--- config.mk ---
export PLATFORM = sky130hd
export DESIGN_NAME = rvfp_prep
export DESIGN_NICKNAME = d
export VERILOG_FILES = /design/src/rtl/core/ray_voxel_face_pick_defines.svh /design/src/rtl/core/rvfp_pkg.sv /design/src/rtl/core/rvfp_prep.sv
export SDC_FILE = /design/constraint.sdc
export NUM_CORES = 1
export LEC_CHECK = 0
export CORE_AREA = 2 2 337 339
export DETAILED_ROUTE_END_ITERATION = 8
export DIE_AREA = 0 0 339 341
export DONT_BUFFER_PORTS = 1
export PLACE_DENSITY = 0.52
export RECOVER_POWER = 100
export SLEW_MARGIN = 15
export SYNTH_ARGS = -nofsm -noshare
export SYNTH_HDL_FRONTEND = slang
export SYNTH_SLANG_ARGS = --single-unit
--- constraint.sdc ---
create_clock -name clk -period 7.9 [get_ports clk]
set_clock_uncertainty 0.05 [all_clocks]
set_input_delay 0.79 -clock clk [delete_from_list [all_inputs] [get_ports clk]]
set_output_delay 0.79 -clock clk [all_outputs]
set_load 0.005 [all_outputs]
--- src/rtl/core/ray_voxel_face_pick_defines.svh ---
// Assertion macros for the ray/voxel face picker.
// RVFP_ASSERT_IMPL: same-cycle implication. RVFP_ASSERT_NEXT: next-cycle implication.
`ifndef RAY_VOXEL_FACE_PICK_DEFINES_SVH
`define RAY_VOXEL_FACE_PICK_DEFINES_SVH
`ifndef SYNTH
`define RVFP_ASSERT_IMPL(lbl, ck, rn, ante, cons) \
  lbl: assert property (@(posedge ck) disable iff (!(rn)) (ante) |-> (cons)) \
    else $error("assertion failed");
`define RVFP_ASSERT_NEXT(lbl, ck, rn, ante, cons) \
  lbl: assert property (@(posedge ck) disable iff (!(rn)) (ante) |=> (cons)) \
    else $error("assertion failed");
`else
`define RVFP_ASSERT_IMPL(lbl, ck, rn, ante, cons)
`define RVFP_ASSERT_NEXT(lbl, ck, rn, ante, cons)
`endif
`endif

--- src/rtl/core/rvfp_pkg.sv ---
package rvfp_pkg;

  localparam int COORD_BITS    = 16;
  localparam int FRAC_BITS     = 16;
  localparam int ORG_BITS      = 32;
  localparam int DIR_BITS      = 16;
  localparam int DIR_FRAC      = 14;
  localparam int MARGIN_BITS   = 17;
  localparam int DIST_BITS     = 31;
  localparam int NB_BITS       = COORD_BITS + 1;
  localparam int CFG_IDX_BITS  = 3;
  localparam int CFG_DATA_BITS = 32;

  // scaled coordinate differences, products and sums
  localparam int CS_W  = COORD_BITS + 2 + FRAC_BITS;
  localparam int SCL_W = ((CS_W > ORG_BITS) ? CS_W : ORG_BITS) + 3;
  localparam int DEN_W = DIR_BITS + 1;
  localparam int PRD_W = SCL_W + DEN_W;
  localparam int SUM_W = PRD_W + 2;

  localparam logic [2:0] FACE_NONE = 3'd6;

  localparam logic [CFG_IDX_BITS-1:0] REG_ORIGIN_X    = 3'd0;
  localparam logic [CFG_IDX_BITS-1:0] REG_ORIGIN_Y    = 3'd1;
  localparam logic [CFG_IDX_BITS-1:0] REG_ORIGIN_Z    = 3'd2;
  localparam logic [CFG_IDX_BITS-1:0] REG_DIR_X       = 3'd3;
  localparam logic [CFG_IDX_BITS-1:0] REG_DIR_Y       = 3'd4;
  localparam logic [CFG_IDX_BITS-1:0] REG_DIR_Z       = 3'd5;
  localparam logic [CFG_IDX_BITS-1:0] REG_EDGE_MARGIN = 3'd6;

  typedef logic [COORD_BITS-1:0] coord_t;
  typedef logic [ORG_BITS-1:0]   org_t;
  typedef logic [DIR_BITS-1:0]   dir_t;
  typedef logic [DEN_W-1:0]      den_t;
  typedef logic [SCL_W-1:0]      scl_t;
  typedef logic [PRD_W-1:0]      prd_t;
  typedef logic [SUM_W-1:0]      sum_t;
  typedef logic [NB_BITS-1:0]    nb_t;

  typedef struct packed {
    coord_t cube_x;
    coord_t cube_y;
    coord_t cube_z;
  } in_word_t;

  typedef struct packed {
    logic                 hit;
    logic [DIST_BITS-1:0] center_distance;
    logic [2:0]           face_index;
    nb_t                  neighbor_x;
    nb_t                  neighbor_y;
    nb_t                  neighbor_z;
  } out_word_t;

  typedef struct packed {
    org_t [2:0]             org;
    dir_t [2:0]             dir;
    logic [MARGIN_BITS-1:0] margin;
  } cfg_t;

  localparam dir_t DIR_Z_RST = 16'(16384);
  localparam cfg_t CFG_RST = cfg_t'({{3{32'(0)}}, DIR_Z_RST, 16'(0), 16'(0), 17'(0)});

  // stage 1: differences against the origin
  typedef struct packed {
    coord_t [2:0] c;
    scl_t   [2:0] g;    // c*one - o
    scl_t   [2:0] e;    // distance above inset lower bound
    scl_t   [2:0] f;    // distance below inset upper bound
    scl_t   [5:0] num;  // plane numerator, sign folded in
    den_t   [2:0] den;  // |d|
    logic   [2:0] dz;
  } s1_t;

  // stage 2: products
  typedef struct packed {
    coord_t [2:0]      c;
    prd_t   [2:0]      gd;
    prd_t   [2:0][1:0] ed;
    prd_t   [2:0][1:0] fd;
    prd_t   [5:0][1:0] ndp;
    logic   [5:0]      num_ok;
    logic   [2:0]      dz;
  } s2_t;

  // stage 3: face tests and distances
  typedef struct packed {
    coord_t [2:0] c;
    sum_t         cdist;
    sum_t   [5:0] ndist;
    logic   [5:0] hit;
  } s3_t;

  // axis normal to face: 0,1 -> z; 2,3 -> y; 4,5 -> x
  function automatic logic [1:0] face_axis(input logic [2:0] f);
    face_axis = 2'd2 - f[2:1];
  endfunction

  function automatic logic [1:0] other_axis(input logic [1:0] a, input logic j);
    if (!j) begin
      other_axis = (a == 2'd0) ? 2'd1 : 2'd0;
    end else begin
      other_axis = (a == 2'd2) ? 2'd1 : 2'd2;
    end
  endfunction

endpackage

--- src/rtl/core/rvfp_prep.sv ---
module rvfp_prep (
  input  logic                clk,
  input  logic                rst_n,
  input  logic                en,
  input  logic                in_v,
  input  rvfp_pkg::in_word_t  din,
  input  rvfp_pkg::cfg_t      cfg,
  output logic                v_r,
  output rvfp_pkg::s1_t       q_r
);

  localparam int SW = rvfp_pkg::SCL_W;
  localparam logic signed [SW-1:0] ONE = {{(SW-1){1'b0}}, 1'b1} << rvfp_pkg::FRAC_BITS;

  rvfp_pkg::s1_t q_nxt;
  rvfp_pkg::coord_t [2:0] c;
  logic signed [SW-1:0] cw, ow, mw, gs, pl;
  logic signed [rvfp_pkg::DEN_W-1:0] dw;
  logic [1:0] ax;

  assign c = {din.cube_z, din.cube_y, din.cube_x};

  always_comb begin
    q_nxt = q_r;
    q_nxt.c = c;
    mw = SW'($signed({1'b0, cfg.margin}));
    for (int k = 0; k < 3; k++) begin
      cw = SW'($signed(c[k]));
      ow = SW'($signed(cfg.org[k]));
      gs = (cw <<< rvfp_pkg::FRAC_BITS) - ow;
      q_nxt.g[k] = gs;
      q_nxt.e[k] = ONE - mw - gs;
      q_nxt.f[k] = ONE - mw + gs;
      dw = rvfp_pkg::DEN_W'($signed(cfg.dir[k]));
      q_nxt.den[k] = dw[rvfp_pkg::DEN_W-1] ? -dw : dw;
      q_nxt.dz[k] = (cfg.dir[k] == '0);
    end
    for (int f = 0; f < 6; f++) begin
      ax = rvfp_pkg::face_axis(3'(f));
      cw = SW'($signed(c[ax]));
      ow = SW'($signed(cfg.org[ax]));
      gs = (cw <<< rvfp_pkg::FRAC_BITS) - ow;
      pl = (f % 2 == 1) ? gs + ONE : gs - ONE;
      q_nxt.num[f] = cfg.dir[ax][rvfp_pkg::DIR_BITS-1] ? -pl : pl;
    end
  end

  always_ff @(posedge clk) begin
    if (!rst_n) begin
      v_r <= 1'b0;
    end else if (en) begin
      v_r <= in_v;
    end
  end

  always_ff @(posedge clk) begin
    if (en) begin
      q_r <= q_nxt;
    end
  end

endmodule

==> run metrics <==
clk slew on worst S/H paths=0.06 ns; post-layout worst setup margin=1.14 ns; clk_lat worst skew=0.63 ns; R2R setup slack=7.15 ns; power share of the sequential group=0.429; commonest non-fill, non-tap cell in the layout=edfxtp_1; Clock power frac=0.299; mux share of post-synthesis cell area=0.00584; Max-Cap Viols=5; post-synth top area cell=edfxtp_1; Leak Pwr=0.0155 uW; vias in the first global route=28300; Synth top area share=0.432; Overflow after GRT=0; Mean Syn Cell Area=10.0 sq um; final hold vios=0; status=finished with violations; synthesized flop and latch total=571; root buffer cell=clkbuf_16; Setup crit end kind=flop; Post-Synth Simple-Gate Area=0.152; worst-margin pin slew=4.26 ns; CTS resizes=0; Sw Pwr=3770 uW; reg2reg end=v_r; Mapped Cells=3952; Clock Tree Buf Depth=3; core region area=0.112 sq mm; pre-CTS setup slack=1.19 ns; post-route cell area=0.0428 sq mm; post-route setup TNS=0 ns; Top Layer Used=met4; Tmin final=6.76 ns; largest net degree at the start of global routing=572; I/O Buffers=0; synth unique cells=109; Slew HR=-1.84; DRC violations left=0; WL final=141000 um; Arr. time, crit path=7.08 ns; Final Util=0.382; WHS Endpoint=q_r[37]; ys flop type=edfxtp_1; first-pass GRT wire length=201000 um; violated checks=max-capacitance violations, max-slew violations; compound-cell area share of the yosys netlist=0.149; DRT iter0 DRCs=2153; # rows=123; wire length per cell=26.0 um; count of flip-flops with a built-in enable after synthesis=570; Min Hold Slack=0.196 ns; # nets final=4355; via count=30000; Placer Congestion=0.917; synthesis warning total=0; First-pass DRT Iterations=5; Syn-to-layout area delta=7.95%; Worst Hold Launch=cfg[49]; cts hold-fix bufs=0; post-route ant nets=0; commonest cells after routing, fill and taps aside=edfxtp_1 (570), xnor2_1 (443), nor2_1 (318), ha_1 (268), inv_1 (266); dpl hpwl=110000 um; largest family of logic cells by synthesized area=simple AND/OR/NAND/NOR gates; worst hold path depth=0; layout cells sized above 1=0.0533; metal3 WL=11300 um; CTS tree=yes; crit start category=primary input; met1 WL=59300 um; Post-Synth XOR/XNOR Area=0.115; Adder-Cell Fraction of Synth Area=0.0877; FFs w/ async S/R, synth=0; CTS buffer count=71; crit path max fanout=9; sequential area share after synthesis=0.433; ranking of synthesized cells by area=edfxtp_1 (43%), xnor2_1 (9.8%), ha_1 (8.5%); Avg Vias per Cell=5.53; # clock sinks=571; RSZ-0062 raised after global routing=false; Setup Buffers After CTS=0; Crit Path Class=primary input to flop; required time of the critical path=8.22 ns; Top Ports=871; placed cell area=0.0408 sq mm; maximum VDD drop=0.173 mV; Setup-failing EPs final=0; power density relative to cell area=253 mW/mm^2; share of power burned in combinational logic=0.272; Mapped Area=0.0396 sq mm; Final period util=0.856; FF-to-FF Start=v_r; initial antenna violation count=0; chip width=339 um; H-tree levels=3; fmax=148 MHz; DIE AREA=0.116 sq mm; final slew viol count=485; worst min path class=primary input to flop; Reg2Reg Depth=2; Initial Util=0.354; DR WL met2=65900 um; internal power=7040 uW; Switching Fraction=0.349; all-layer global routing usage=0.234; Die H=341 um
-- power groups by stage --
stage	Clock, uW	Sequential (uW)	Combinational [uW]
detailed placement	0	4700	2890
global placement	0	4720	2890
floorplan	0	4340	2180
global route	3430	4680	3230
finish	3230	4640	2940
CTS	3330	4660	2910
-- layout make-up --
class | count | area (sq um)
Antenna cell | 1 | 2.50
Clock buffer | 83 | 1890
Clock inverter | 43 | 377
Fill cell | 11100 | 69100
Inverter | 285 | 1070
Multi-Input combinational cell | 2876 | 20100
Sequential cell | 571 | 17100
Tap cell | 1500 | 1880
Timing Repair Buffer | 63 | 315
-- kinds of logic (layout without fill, tap and decap cells) --
kind of cell | count (synthesis) | in the layout
AOI/OAI and AO/OA | 904 | 904
xor gates and xnor gates | 518 | 518
adders and majority gates | 274 | 274
buffers and inverters | 507 | 474
DFF | 571 | 571
muxes | 22 | 22
other | 1 | 4
and+or+nand+nor | 1155 | 1155
-- worst max path at each step --
stage / startpoint / endpoint / slack [ns] / cells past startpoint
6_report: cfg[65] / q_r[270] / 1.14 / 15
3_5_place_dp: cfg[129] / q_r[493] / 1.19 / 17
5_1_grt: en / q_r[291] / 0.72 / 2
3_3_place_gp: cfg[5] / q_r[418] / 1.27 / 19
4_1_cts: cfg[5] / q_r[418] / 1.87 / 19
2_1_floorplan: cfg[3] / q_r[418] / 0.88 / 19
-- per-stage QoR --
step | std cells | total power [uW]
final | 5422 | 10800
after global routing | 5421 | 11300
after CTS | 5418 | 10900
after detailed placement | 5292 | 7590
after global placement | 5292 | 7610
after floorplan | 3954 | 6520
-- Yosys cell counts, types with 55 or more instances --
cell / n
xnor2_1: 445
nand3_1: 83
o21ai_0: 188
a21o_1: 55
clkbuf_1: 115
nor3_1: 114
buf_4: 88
xor2_1: 70
edfxtp_1: 570
inv_1: 259
a21oi_1: 249
nor2_1: 318
ha_1: 268
nand2_1: 218
-- worst max-delay path, stage by stage --
cell      delay [ns]
inv_1           0.08
ha_1            0.27
or4b_1          0.56
nor4_1          0.75
a41o_1          0.37
or3_1           0.15
and2_0          0.65
inv_1           0.33
nor4_1          1.29
xnor2_1         0.25
nor4b_1         0.77
o211ai_1        0.28
o21a_1          0.23
o22ai_1         0.20
xnor2_1         0.09
-- routing by layer --
metal	GRT usage	up-vias
met5	0	-
met4	0.0744	0
met3	0.0628	173
met2	0.382	1160
met1	0.301	14600
li1	-	14100
-- flip-flops by register name, indices dropped and copies added (netlist names) --
name,flops
v_r,1
q_r,570
(Power assumes the default switching activity.)
