`src/rtl/core/ray_voxel_face_pick_defines.svh`:
```
// Assertion macros for the ray/voxel face picker.
// RVFP_ASSERT_IMPL: same-cycle implication. RVFP_ASSERT_NEXT: next-cycle implication.
`ifndef RAY_VOXEL_FACE_PICK_DEFINES_SVH
`define RAY_VOXEL_FACE_PICK_DEFINES_SVH
`ifndef SYNTH
`define RVFP_ASSERT_IMPL(lbl, ck, rn, ante, cons) \
  lbl: assert property (@(posedge ck) disable iff (!(rn)) (ante) |-> (cons)) \
    else $error("assertion failed");
`define RVFP_ASSERT_NEXT(lbl, ck, rn, ante, cons) \
  lbl: assert property (@(posedge ck) disable iff (!(rn)) (ante) |=> (cons)) \
    else $error("assertion failed");
`else
`define RVFP_ASSERT_IMPL(lbl, ck, rn, ante, cons)
`define RVFP_ASSERT_NEXT(lbl, ck, rn, ante, cons)
`endif
`endif

```
`src/rtl/core/rvfp_pkg.sv`:
```
package rvfp_pkg;

  localparam int COORD_BITS    = 16;
  localparam int FRAC_BITS     = 16;
  localparam int ORG_BITS      = 32;
  localparam int DIR_BITS      = 16;
  localparam int DIR_FRAC      = 14;
  localparam int MARGIN_BITS   = 17;
  localparam int DIST_BITS     = 31;
  localparam int NB_BITS       = COORD_BITS + 1;
  localparam int CFG_IDX_BITS  = 3;
  localparam int CFG_DATA_BITS = 32;

  // scaled coordinate differences, products and sums
  localparam int CS_W  = COORD_BITS + 2 + FRAC_BITS;
  localparam int SCL_W = ((CS_W > ORG_BITS) ? CS_W : ORG_BITS) + 3;
  localparam int DEN_W = DIR_BITS + 1;
  localparam int PRD_W = SCL_W + DEN_W;
  localparam int SUM_W = PRD_W + 2;

  localparam logic [2:0] FACE_NONE = 3'd6;

  localparam logic [CFG_IDX_BITS-1:0] REG_ORIGIN_X    = 3'd0;
  localparam logic [CFG_IDX_BITS-1:0] REG_ORIGIN_Y    = 3'd1;
  localparam logic [CFG_IDX_BITS-1:0] REG_ORIGIN_Z    = 3'd2;
  localparam logic [CFG_IDX_BITS-1:0] REG_DIR_X       = 3'd3;
  localparam logic [CFG_IDX_BITS-1:0] REG_DIR_Y       = 3'd4;
  localparam logic [CFG_IDX_BITS-1:0] REG_DIR_Z       = 3'd5;
  localparam logic [CFG_IDX_BITS-1:0] REG_EDGE_MARGIN = 3'd6;

  typedef logic [COORD_BITS-1:0] coord_t;
  typedef logic [ORG_BITS-1:0]   org_t;
  typedef logic [DIR_BITS-1:0]   dir_t;
  typedef logic [DEN_W-1:0]      den_t;
  typedef logic [SCL_W-1:0]      scl_t;
  typedef logic [PRD_W-1:0]      prd_t;
  typedef logic [SUM_W-1:0]      sum_t;
  typedef logic [NB_BITS-1:0]    nb_t;

  typedef struct packed {
    coord_t cube_x;
    coord_t cube_y;
    coord_t cube_z;
  } in_word_t;

  typedef struct packed {
    logic                 hit;
    logic [DIST_BITS-1:0] center_distance;
    logic [2:0]           face_index;
    nb_t                  neighbor_x;
    nb_t                  neighbor_y;
    nb_t                  neighbor_z;
  } out_word_t;

  typedef struct packed {
    org_t [2:0]             org;
    dir_t [2:0]             dir;
    logic [MARGIN_BITS-1:0] margin;
  } cfg_t;

  localparam dir_t DIR_Z_RST = 16'(16384);
  localparam cfg_t CFG_RST = cfg_t'({{3{32'(0)}}, DIR_Z_RST, 16'(0), 16'(0), 17'(0)});

  // stage 1: differences against the origin
  typedef struct packed {
    coord_t [2:0] c;
    scl_t   [2:0] g;    // c*one - o
    scl_t   [2:0] e;    // distance above inset lower bound
    scl_t   [2:0] f;    // distance below inset upper bound
    scl_t   [5:0] num;  // plane numerator, sign folded in
    den_t   [2:0] den;  // |d|
    logic   [2:0] dz;
  } s1_t;

  // stage 2: products
  typedef struct packed {
    coord_t [2:0]      c;
    prd_t   [2:0]      gd;
    prd_t   [2:0][1:0] ed;
    prd_t   [2:0][1:0] fd;
    prd_t   [5:0][1:0] ndp;
    logic   [5:0]      num_ok;
    logic   [2:0]      dz;
  } s2_t;

  // stage 3: face tests and distances
  typedef struct packed {
    coord_t [2:0] c;
    sum_t         cdist;
    sum_t   [5:0] ndist;
    logic   [5:0] hit;
  } s3_t;

  // axis normal to face: 0,1 -> z; 2,3 -> y; 4,5 -> x
  function automatic logic [1:0] face_axis(input logic [2:0] f);
    face_axis = 2'd2 - f[2:1];
  endfunction

  function automatic logic [1:0] other_axis(input logic [1:0] a, input logic j);
    if (!j) begin
      other_axis = (a == 2'd0) ? 2'd1 : 2'd0;
    end else begin
      other_axis = (a == 2'd2) ? 2'd1 : 2'd2;
    end
  endfunction

endpackage

```
`src/rtl/core/rvfp_pick.sv`:
```
module rvfp_pick (
  input  logic                clk,
  input  logic                rst_n,
  input  logic                en,
  input  logic                in_v,
  input  rvfp_pkg::s3_t       s3,
  output logic                v_r,
  output rvfp_pkg::out_word_t q_r
);

  localparam int SHW = rvfp_pkg::SUM_W - rvfp_pkg::DIR_FRAC;
  localparam int DB  = rvfp_pkg::DIST_BITS;

  rvfp_pkg::out_word_t q_nxt;
  logic [2:0] best;
  rvfp_pkg::sum_t bd;
  logic [SHW-1:0] sh;
  logic [1:0] ax;
  rvfp_pkg::nb_t [2:0] nb;

  always_comb begin
    best = rvfp_pkg::FACE_NONE;
    bd = '0;
    for (int f = 0; f < 6; f++) begin
      if (s3.hit[f] && ($signed(s3.ndist[f]) > 0) &&
          (best == rvfp_pkg::FACE_NONE || $signed(s3.ndist[f]) < $signed(bd))) begin
        best = 3'(f);
        bd = s3.ndist[f];
      end
    end

    sh = s3.cdist[rvfp_pkg::SUM_W-1:rvfp_pkg::DIR_FRAC];
    q_nxt.hit = |s3.hit;
    if ($signed(s3.cdist) > 0 && !(|sh[SHW-1:DB])) begin
      q_nxt.center_distance = sh[DB-1:0];
    end else begin
      q_nxt.center_distance = '1;
    end

    ax = rvfp_pkg::face_axis(best);
    for (int k = 0; k < 3; k++) begin
      nb[k] = rvfp_pkg::NB_BITS'($signed(s3.c[k]));
      if (best == rvfp_pkg::FACE_NONE) begin
        nb[k] = '0;
      end else if (ax == 2'(k)) begin
        nb[k] = best[0] ? nb[k] + rvfp_pkg::NB_BITS'(2) : nb[k] - rvfp_pkg::NB_BITS'(2);
      end
    end
    q_nxt.face_index = best;
    q_nxt.neighbor_x = nb[0];
    q_nxt.neighbor_y = nb[1];
    q_nxt.neighbor_z = nb[2];
  end

  always_ff @(posedge clk) begin
    if (!rst_n) begin
      v_r <= 1'b0;
    end else if (en) begin
      v_r <= in_v;
    end
  end

  always_ff @(posedge clk) begin
    if (en) begin
      q_r <= q_nxt;
    end
  end

endmodule

```
`config.mk`:
```
export PLATFORM = sky130hd
export DESIGN_NAME = rvfp_pick
export DESIGN_NICKNAME = d
export VERILOG_FILES = /design/src/rtl/core/ray_voxel_face_pick_defines.svh /design/src/rtl/core/rvfp_pkg.sv /design/src/rtl/core/rvfp_pick.sv
export SDC_FILE = /design/constraint.sdc
export NUM_CORES = 1
export LEC_CHECK = 0
export ABC_CLOCK_PERIOD_IN_PS = 26400
export BUFFER_PORTS_ARGS = -buffer_cell sky130_fd_sc_hd__buf_2
export CAP_MARGIN = 20
export CORE_AREA = 2 2 208 210
export CTS_CLUSTER_SIZE = 25
export DETAILED_ROUTE_END_ITERATION = 12
export DIE_AREA = 0 0 210 212
export PLACE_DENSITY = 0.62
export SETUP_SLACK_MARGIN = 0.3
export SKIP_CTS_REPAIR_TIMING = 1
export SLEW_MARGIN = 0
export SYNTH_ARGS = -nofsm -noshare
export SYNTH_HDL_FRONTEND = slang
export SYNTH_SLANG_ARGS = --single-unit
```
`constraint.sdc`:
```
create_clock -name clk -period 26.4 [get_ports clk]
set_clock_uncertainty 0.2 [all_clocks]
set_input_delay 2.64 -clock clk [delete_from_list [all_inputs] [get_ports clk]]
set_output_delay 2.64 -clock clk [all_outputs]
set_load 0.01 [all_outputs]
```
==> results of run 1 <==
## synthesized netlist by cell type (41+ instances only)
| cell type | n | area share, % |
|---|---|---|
| a21o_1 | 66 | 3.2 |
| nand4_1 | 69 | 2.8 |
| mux2_2 | 54 | 3.9 |
| ha_1 | 317 | 25 |
| inv_1 | 193 | 4.6 |
| o21ai_0 | 125 | 4.0 |
| nor3_1 | 77 | 2.5 |
| nor4_1 | 114 | 4.6 |
| nor2_1 | 61 | 1.5 |
| nand2_1 | 234 | 5.6 |
| edfxtp_1 | 86 | 17 |
| mux2i_1 | 68 | 4.4 |
| clkbuf_1 | 41 | 0.99 |
| a21oi_1 | 184 | 5.9 |
## worst max-delay path: cells and delay by family
family,cells,cell delay [ns]
compound gates,35,8.33
fa+ha+maj,6,1.92
buf+inv,12,3.63
mux,3,0.79
simple gates,23,6.13
## report_power, final
part | switching [mW] | internal (mW)
combinational | 0.263 | 0.195
clock | 0.0578 | 0.0642
sequential | 0.00519 | 0.174
## through the flow
| stage | instance area [sq um] | hold slack (ns) | power, mW | worst slack, ns |
|---|---|---|---|---|
| 2_1_floorplan | 15600 | 0.338 | 0.475 | 5.77 |
| 3_3_place_gp | 18900 | 0.303 | 0.621 | 2.79 |
| 3_5_place_dp | 18900 | 0.314 | 0.633 | 2.24 |
| 4_1_cts | 19100 | 0.344 | 0.757 | 2.51 |
| 5_1_grt | 19300 | 0.362 | 0.823 | 0.859 |
| 6_report | 19300 | 0.335 | 0.759 | 2.70 |
## final cells by class
type	count	area, sq um	area share [%]
Multi-Input combinational cell	1649	12100	62.6
Timing Repair Buffer	550	2820	14.6
Sequential cell	87	2600	13.5
Inverter	194	728	3.78
Tap cell	546	683	3.54
Clock buffer	10	229	1.19
Antenna cell	42	105	0.545
Clock inverter	6	45.0	0.234
## registers in the layout, summed over array words and instances (netlist names)
register,count
q_r,86
v_r,1
## per-layer routing
layer  up-vias  part of all wire, %
met3       152                  8.0
met4        32                  3.7
li1       8469                    -
met2       763                   50
met1      8233                   38
met5         -                 0.36
## logic make-up (layout without fill, tap and decap cells)
| family | Yosys count | after routing | share of synthesized area (%) |
|---|---|---|---|
| compound gates | 487 | 487 | 18.8 |
| mux | 122 | 122 | 8.25 |
| xor+xnor | 38 | 38 | 2.13 |
| fa+ha+maj | 320 | 320 | 25.8 |
| other cells | 1 | 47 | 0.0240 |
| buf+inv | 258 | 760 | 6.28 |
| flops | 87 | 87 | 16.7 |
| simple gates | 677 | 677 | 22.0 |
## worst max path at each step
stage / start / end / slack (ns) / cells after the start
after detailed placement: s3[6] / q_r[49]$_SDFFCE_PN0P_ / 2.24 / 78
after global routing: s3[6] / q_r[49]$_SDFFCE_PN0P_ / 0.86 / 80
after CTS: s3[6] / q_r[49]$_SDFFCE_PN0P_ / 2.51 / 78
final: s3[6] / q_r[49]$_SDFFCE_PN0P_ / 2.70 / 79
after global placement: s3[6] / q_r[49]$_SDFFCE_PN0P_ / 2.79 / 78
after floorplan: s3[10] / q_r[14]$_SDFFCE_PN0P_ / 5.77 / 85
==> run_results.csv, run 1 <==
group,metric,value,unit
sta,fin_crit_sh,89.8,%
yosys,synth_ff_type,"edfxtp_1",
hold_path,holdPathEnd,"v_r$_SDFFE_PN0P_",
global_route,grt_util_met2,54.2,%
cts,clk_pin_slew,0.08,ns
global_route,overflow,0,
setup_path,regToRegStartpoint,"v_r$_SDFFE_PN0P_",
yosys,yosysSeqAreaShare,16.7,%
cts,clock_sinks,87,
floorplan,die_x,210,um
detailed_routing,drtIter0Drc,1224,
setup_path,worst_r2r_endpoint,"v_r$_SDFFE_PN0P_",
floorplan,placementRows,76,
setup_path,path_common_cell,"a21oi_1",
final_layout,num-nets-final,3261,
cts,cts_tree,"built",
detailed_routing,vias_per_cell,5.72,
cts,numCtsBuffers,9,
placed_design,dp_cells,3024,
power,ir_drop,0.0000324,V
detailed_routing,drcViolationCount,0,
detailed_routing,wirelength,68.2,mm
global_route,antenna_found_initial,58,
global_route,grt_use_met1,33.1,%
detailed_routing,dr.pass1.iters,5,
setup_path,critPathSlowestCell,"o41a_2",
yosys,synth_warnings,0,
sta,hold_viol_final,0,
run_status,status,"finished clean",
sta,worst-slew-pin-transition,1.01,ns
yosys,postSynth.asyncResetShare,0,%
setup_path,r2r_cells,2,
floorplan,start_util,36.7,%
floorplan,die_h,212,um
sta,setup_tns,0,ns
sta,setup_violations,0,
yosys,syn_area_per_cell,7.85,sq um
floorplan,core_area,42500,sq um
final_layout,layout_common_cells,"buf_2 (535), ha_1 (317), nand2_1 (234)",
hold_path,hold_depth,2,
sta,slew_headroom,32.4,%
global_route,first_global_vias,17254,
placed_design,routabilityCongestion,1.03,
detailed_routing,routed-via-count,17649,
setup_path,cp-start-kind,"primary input",
yosys,syn_area,15600,sq um
final_layout,fin_cells,3084,
cts,clockBufferDepth,2,
yosys,netlist_instances,1990,
floorplan,io-pin-count,537,
sta,finalCriticalPeriod,23.70,ns
setup_path,setup.worst_path.class,"primary input to register",
hold_path,hold_start,"v_r$_SDFFE_PN0P_",
yosys,ys_types,71,
global_route,grt_pass1_wl,99.8,mm
final_layout,area_growth,23.5,%
placed_design,hpwl,59.4,mm
setup_path,worst_setup_path_end_kind,"register",
setup_path,worstPathArrival,23.58,ns
sta,rsz0062_at_grt,"false",
power,power.density,39.4,nW/um^2
setup_path,max_stage_delay,0.76,ns
detailed_routing,routedWlPerCell,22.1,um
global_route,met3_usage,6.71,%
sta,fmax,0.0422,GHz
hold_path,hold_class,"register to register",
yosys,ys_ff_latch,87,
cts,htree_levels,3,
global_route,grt-busiest-layer,"met2",
final_layout,utilization,45.4,%
setup_path,ff2ff_setup_slack,25.60,ns
global_route,grt_usage,29.6,%
cts,cts_root_buffer,"clkbuf_16",
global_route,grt_max_degree,79,
cts,clk_latency,0.35,ns
setup_path,cp.required,26.28,ns
final_layout,n_fill_cell,4299,
yosys,synth-edff-count,86,
detailed_routing,drtAntennaViolNets,0,
sta,slew_viol_final,0,
power,leakage,9.14,nW
final_layout,final_common_cell,"buf_2",
final_layout,final_layout_size_suffix_gt1_share,26.8,%
job,maxCapViolCount,0,
setup_path,critPathMaxFanout,57,
floorplan,dieArea,44500,sq um
placed_design,io_buffer_count,536,
(Power assumes the default switching activity.)
==> inputs of run 2 (changes only) <==
BUFFER_PORTS_ARGS = -buffer_cell sky130_fd_sc_hd__buf_4   (was -buffer_cell sky130_fd_sc_hd__buf_2)
==> run_results.csv, run 2 (same netlist as run 1, synthesis figures left out) <==
group,metric,value,unit
sta,slew_headroom,32.3,%
cts,numCtsBuffers,9,
setup_path,setup.worst_path.class,"primary input to register",
cts,cts_tree,"built",
global_route,grt_usage,30.6,%
setup_path,critPathSlowestCell,"o41a_2",
final_layout,largest_reg_flops,86,
detailed_routing,drcViolationCount,0,
cts,clockBufferDepth,2,
global_route,first_global_vias,17424,
cts,htree_levels,3,
floorplan,die_h,212,um
final_layout,final_layout_size_suffix_gt1_share,26.9,%
sta,fmax,0.0411,GHz
power,pwr-share-comb,61.0,%
placed_design,io_buffer_count,536,
power,ir_drop,0.0000354,V
detailed_routing,routedWlPerCell,22.9,um
final_layout,n_fill_cell,4246,
global_route,antenna_found_initial,20,
sta,setup_tns,0,ns
global_route,grt_pass1_wl,103,mm
floorplan,dieArea,44500,sq um
hold_path,hold_class,"register to register",
final_layout,num-nets-final,3260,
cts,cts_root_buffer,"clkbuf_16",
power,power.density,38.7,nW/um^2
power,fin_total_pwr,0.797,mW
final_layout,reg_top3,"q_r (86), v_r (1)",
sta,fin_crit_sh,92.1,%
placed_design,placed_cell_area,20200,sq um
setup_path,cp.required,26.30,ns
setup_path,cp-start-kind,"primary input",
detailed_routing,drtIter0Drc,994,
detailed_routing,vias_per_cell,5.73,
setup_path,worst_setup_path_end_kind,"register",
sta,worst-slew-pin-transition,1.02,ns
final_layout,layout_common_cells,"buf_4 (547), ha_1 (317), nand2_1 (234)",
run_status,status,"finished clean",
detailed_routing,dr.pass1.iters,5,
placed_design,hpwl,61.2,mm
placed_design,pre_cts_ws,1.74,ns
floorplan,die_x,210,um
floorplan,core_area,42500,sq um
cts,clock_sinks,87,
job,maxCapViolCount,0,
power,power_switching,0.328,mW
final_layout,final_common_cell,"buf_4",
detailed_routing,wirelength,70.1,mm
final_layout,regMostFlops,"q_r",
global_route,overflow,0,
sta,hold_viol_final,0,
setup_path,max_stage_delay,0.87,ns
sta,finalCriticalPeriod,24.33,ns
sta,setup_violations,0,
sta,setup_slack,2.07,ns
sta,rsz0062_at_grt,"false",
floorplan,start_util,36.7,%
power,leakage,9.63,nW
sta,fin_hold_ws,0.340,ns
final_layout,final_cell_area,20600,sq um
setup_path,worstPathArrival,24.22,ns
setup_path,r2r_cells,2,
power,p_int,0.469,mW
setup_path,critPathMaxFanout,60,
global_route,grt_max_degree,87,
final_layout,area_growth,31.8,%
detailed_routing,drtAntennaViolNets,0,
floorplan,placementRows,76,
placed_design,routabilityCongestion,0.964,
detailed_routing,routed-via-count,17514,
power,p_sw_share,41.1,%
sta,slew_viol_final,0,
cts,clk_latency,0.36,ns
cts,clk_pin_slew,0.07,ns
hold_path,hold_depth,2,
power,sequentialPowerShare,22.6,%
setup_path,path_common_cell,"a21oi_1",
power,clkPwrFrac,16.4,%
floorplan,io-pin-count,537,
[run 2: cell count changes in the layout (fill, tap and decap cells not counted)]
cell	change
o41a_4	+1
buf_4	+534
clkbuf_1	-1
buf_16	+1
o41a_2	-1
clkinvlp_4	-1
buf_2	-535
clkinv_4	-1
clkinv_2	+2
bufinv_16	+1
inv_1	-1
buf_12	-1
diode_2	-26
[run 2: layout make-up]
class / instances / area (sq um) / area share [%]
well taps: 546 / 683 / 3.32
repair buffers: 549 / 4150 / 20.2
flip-flops and latches: 87 / 2600 / 12.6
multi-input cells: 1649 / 12100 / 58.7
clock buffers: 9 / 225 / 1.09
inverters: 194 / 732 / 3.56
diodes: 16 / 40.0 / 0.194
clock inverters: 6 / 61.3 / 0.298
[run 2: metal layers]
layer	wire length (um)	up-vias	track usage, %
met5	107	-	0
met4	2630	16	11.9
met3	5050	126	6.22
met2	35100	698	56.5
met1	27300	8252	34.6
li1	-	8422	-
[run 2: through the flow]
stage,utilization (%),cells
detailed placement,47.6,3024
CTS,48.2,3039
global placement,47.6,3024
global route,48.4,3053
finish,48.4,3056
floorplan,-,1994
[run 2: power groups by stage]
stage	Combinational, mW	Clock, mW	Sequential (mW)
global placement	0.471	0	0.183
global route	0.542	0.137	0.181
finish	0.486	0.131	0.180
CTS	0.484	0.133	0.180
detailed placement	0.482	0	0.183
floorplan	0.284	0	0.190
[run 2: critical path: cells and delay by family]
kind            cells  cell delay (ns)
compound gates     38             8.87
simple gates       23             6.74
fa+ha+maj           6             1.97
mux                 3             0.71
buf+inv            11             3.16
[run 2: path summary, 6_finish.rpt]
path	from	to	slack, ns
worst min-delay path	v_r$_SDFFE_PN0P_	v_r$_SDFFE_PN0P_	0.34
worst min register to register	v_r$_SDFFE_PN0P_	v_r$_SDFFE_PN0P_	0.34
worst max register to register	v_r$_SDFFE_PN0P_	v_r$_SDFFE_PN0P_	25.60
worst max-delay path	s3[6]	q_r[49]$_SDFFCE_PN0P_	2.07
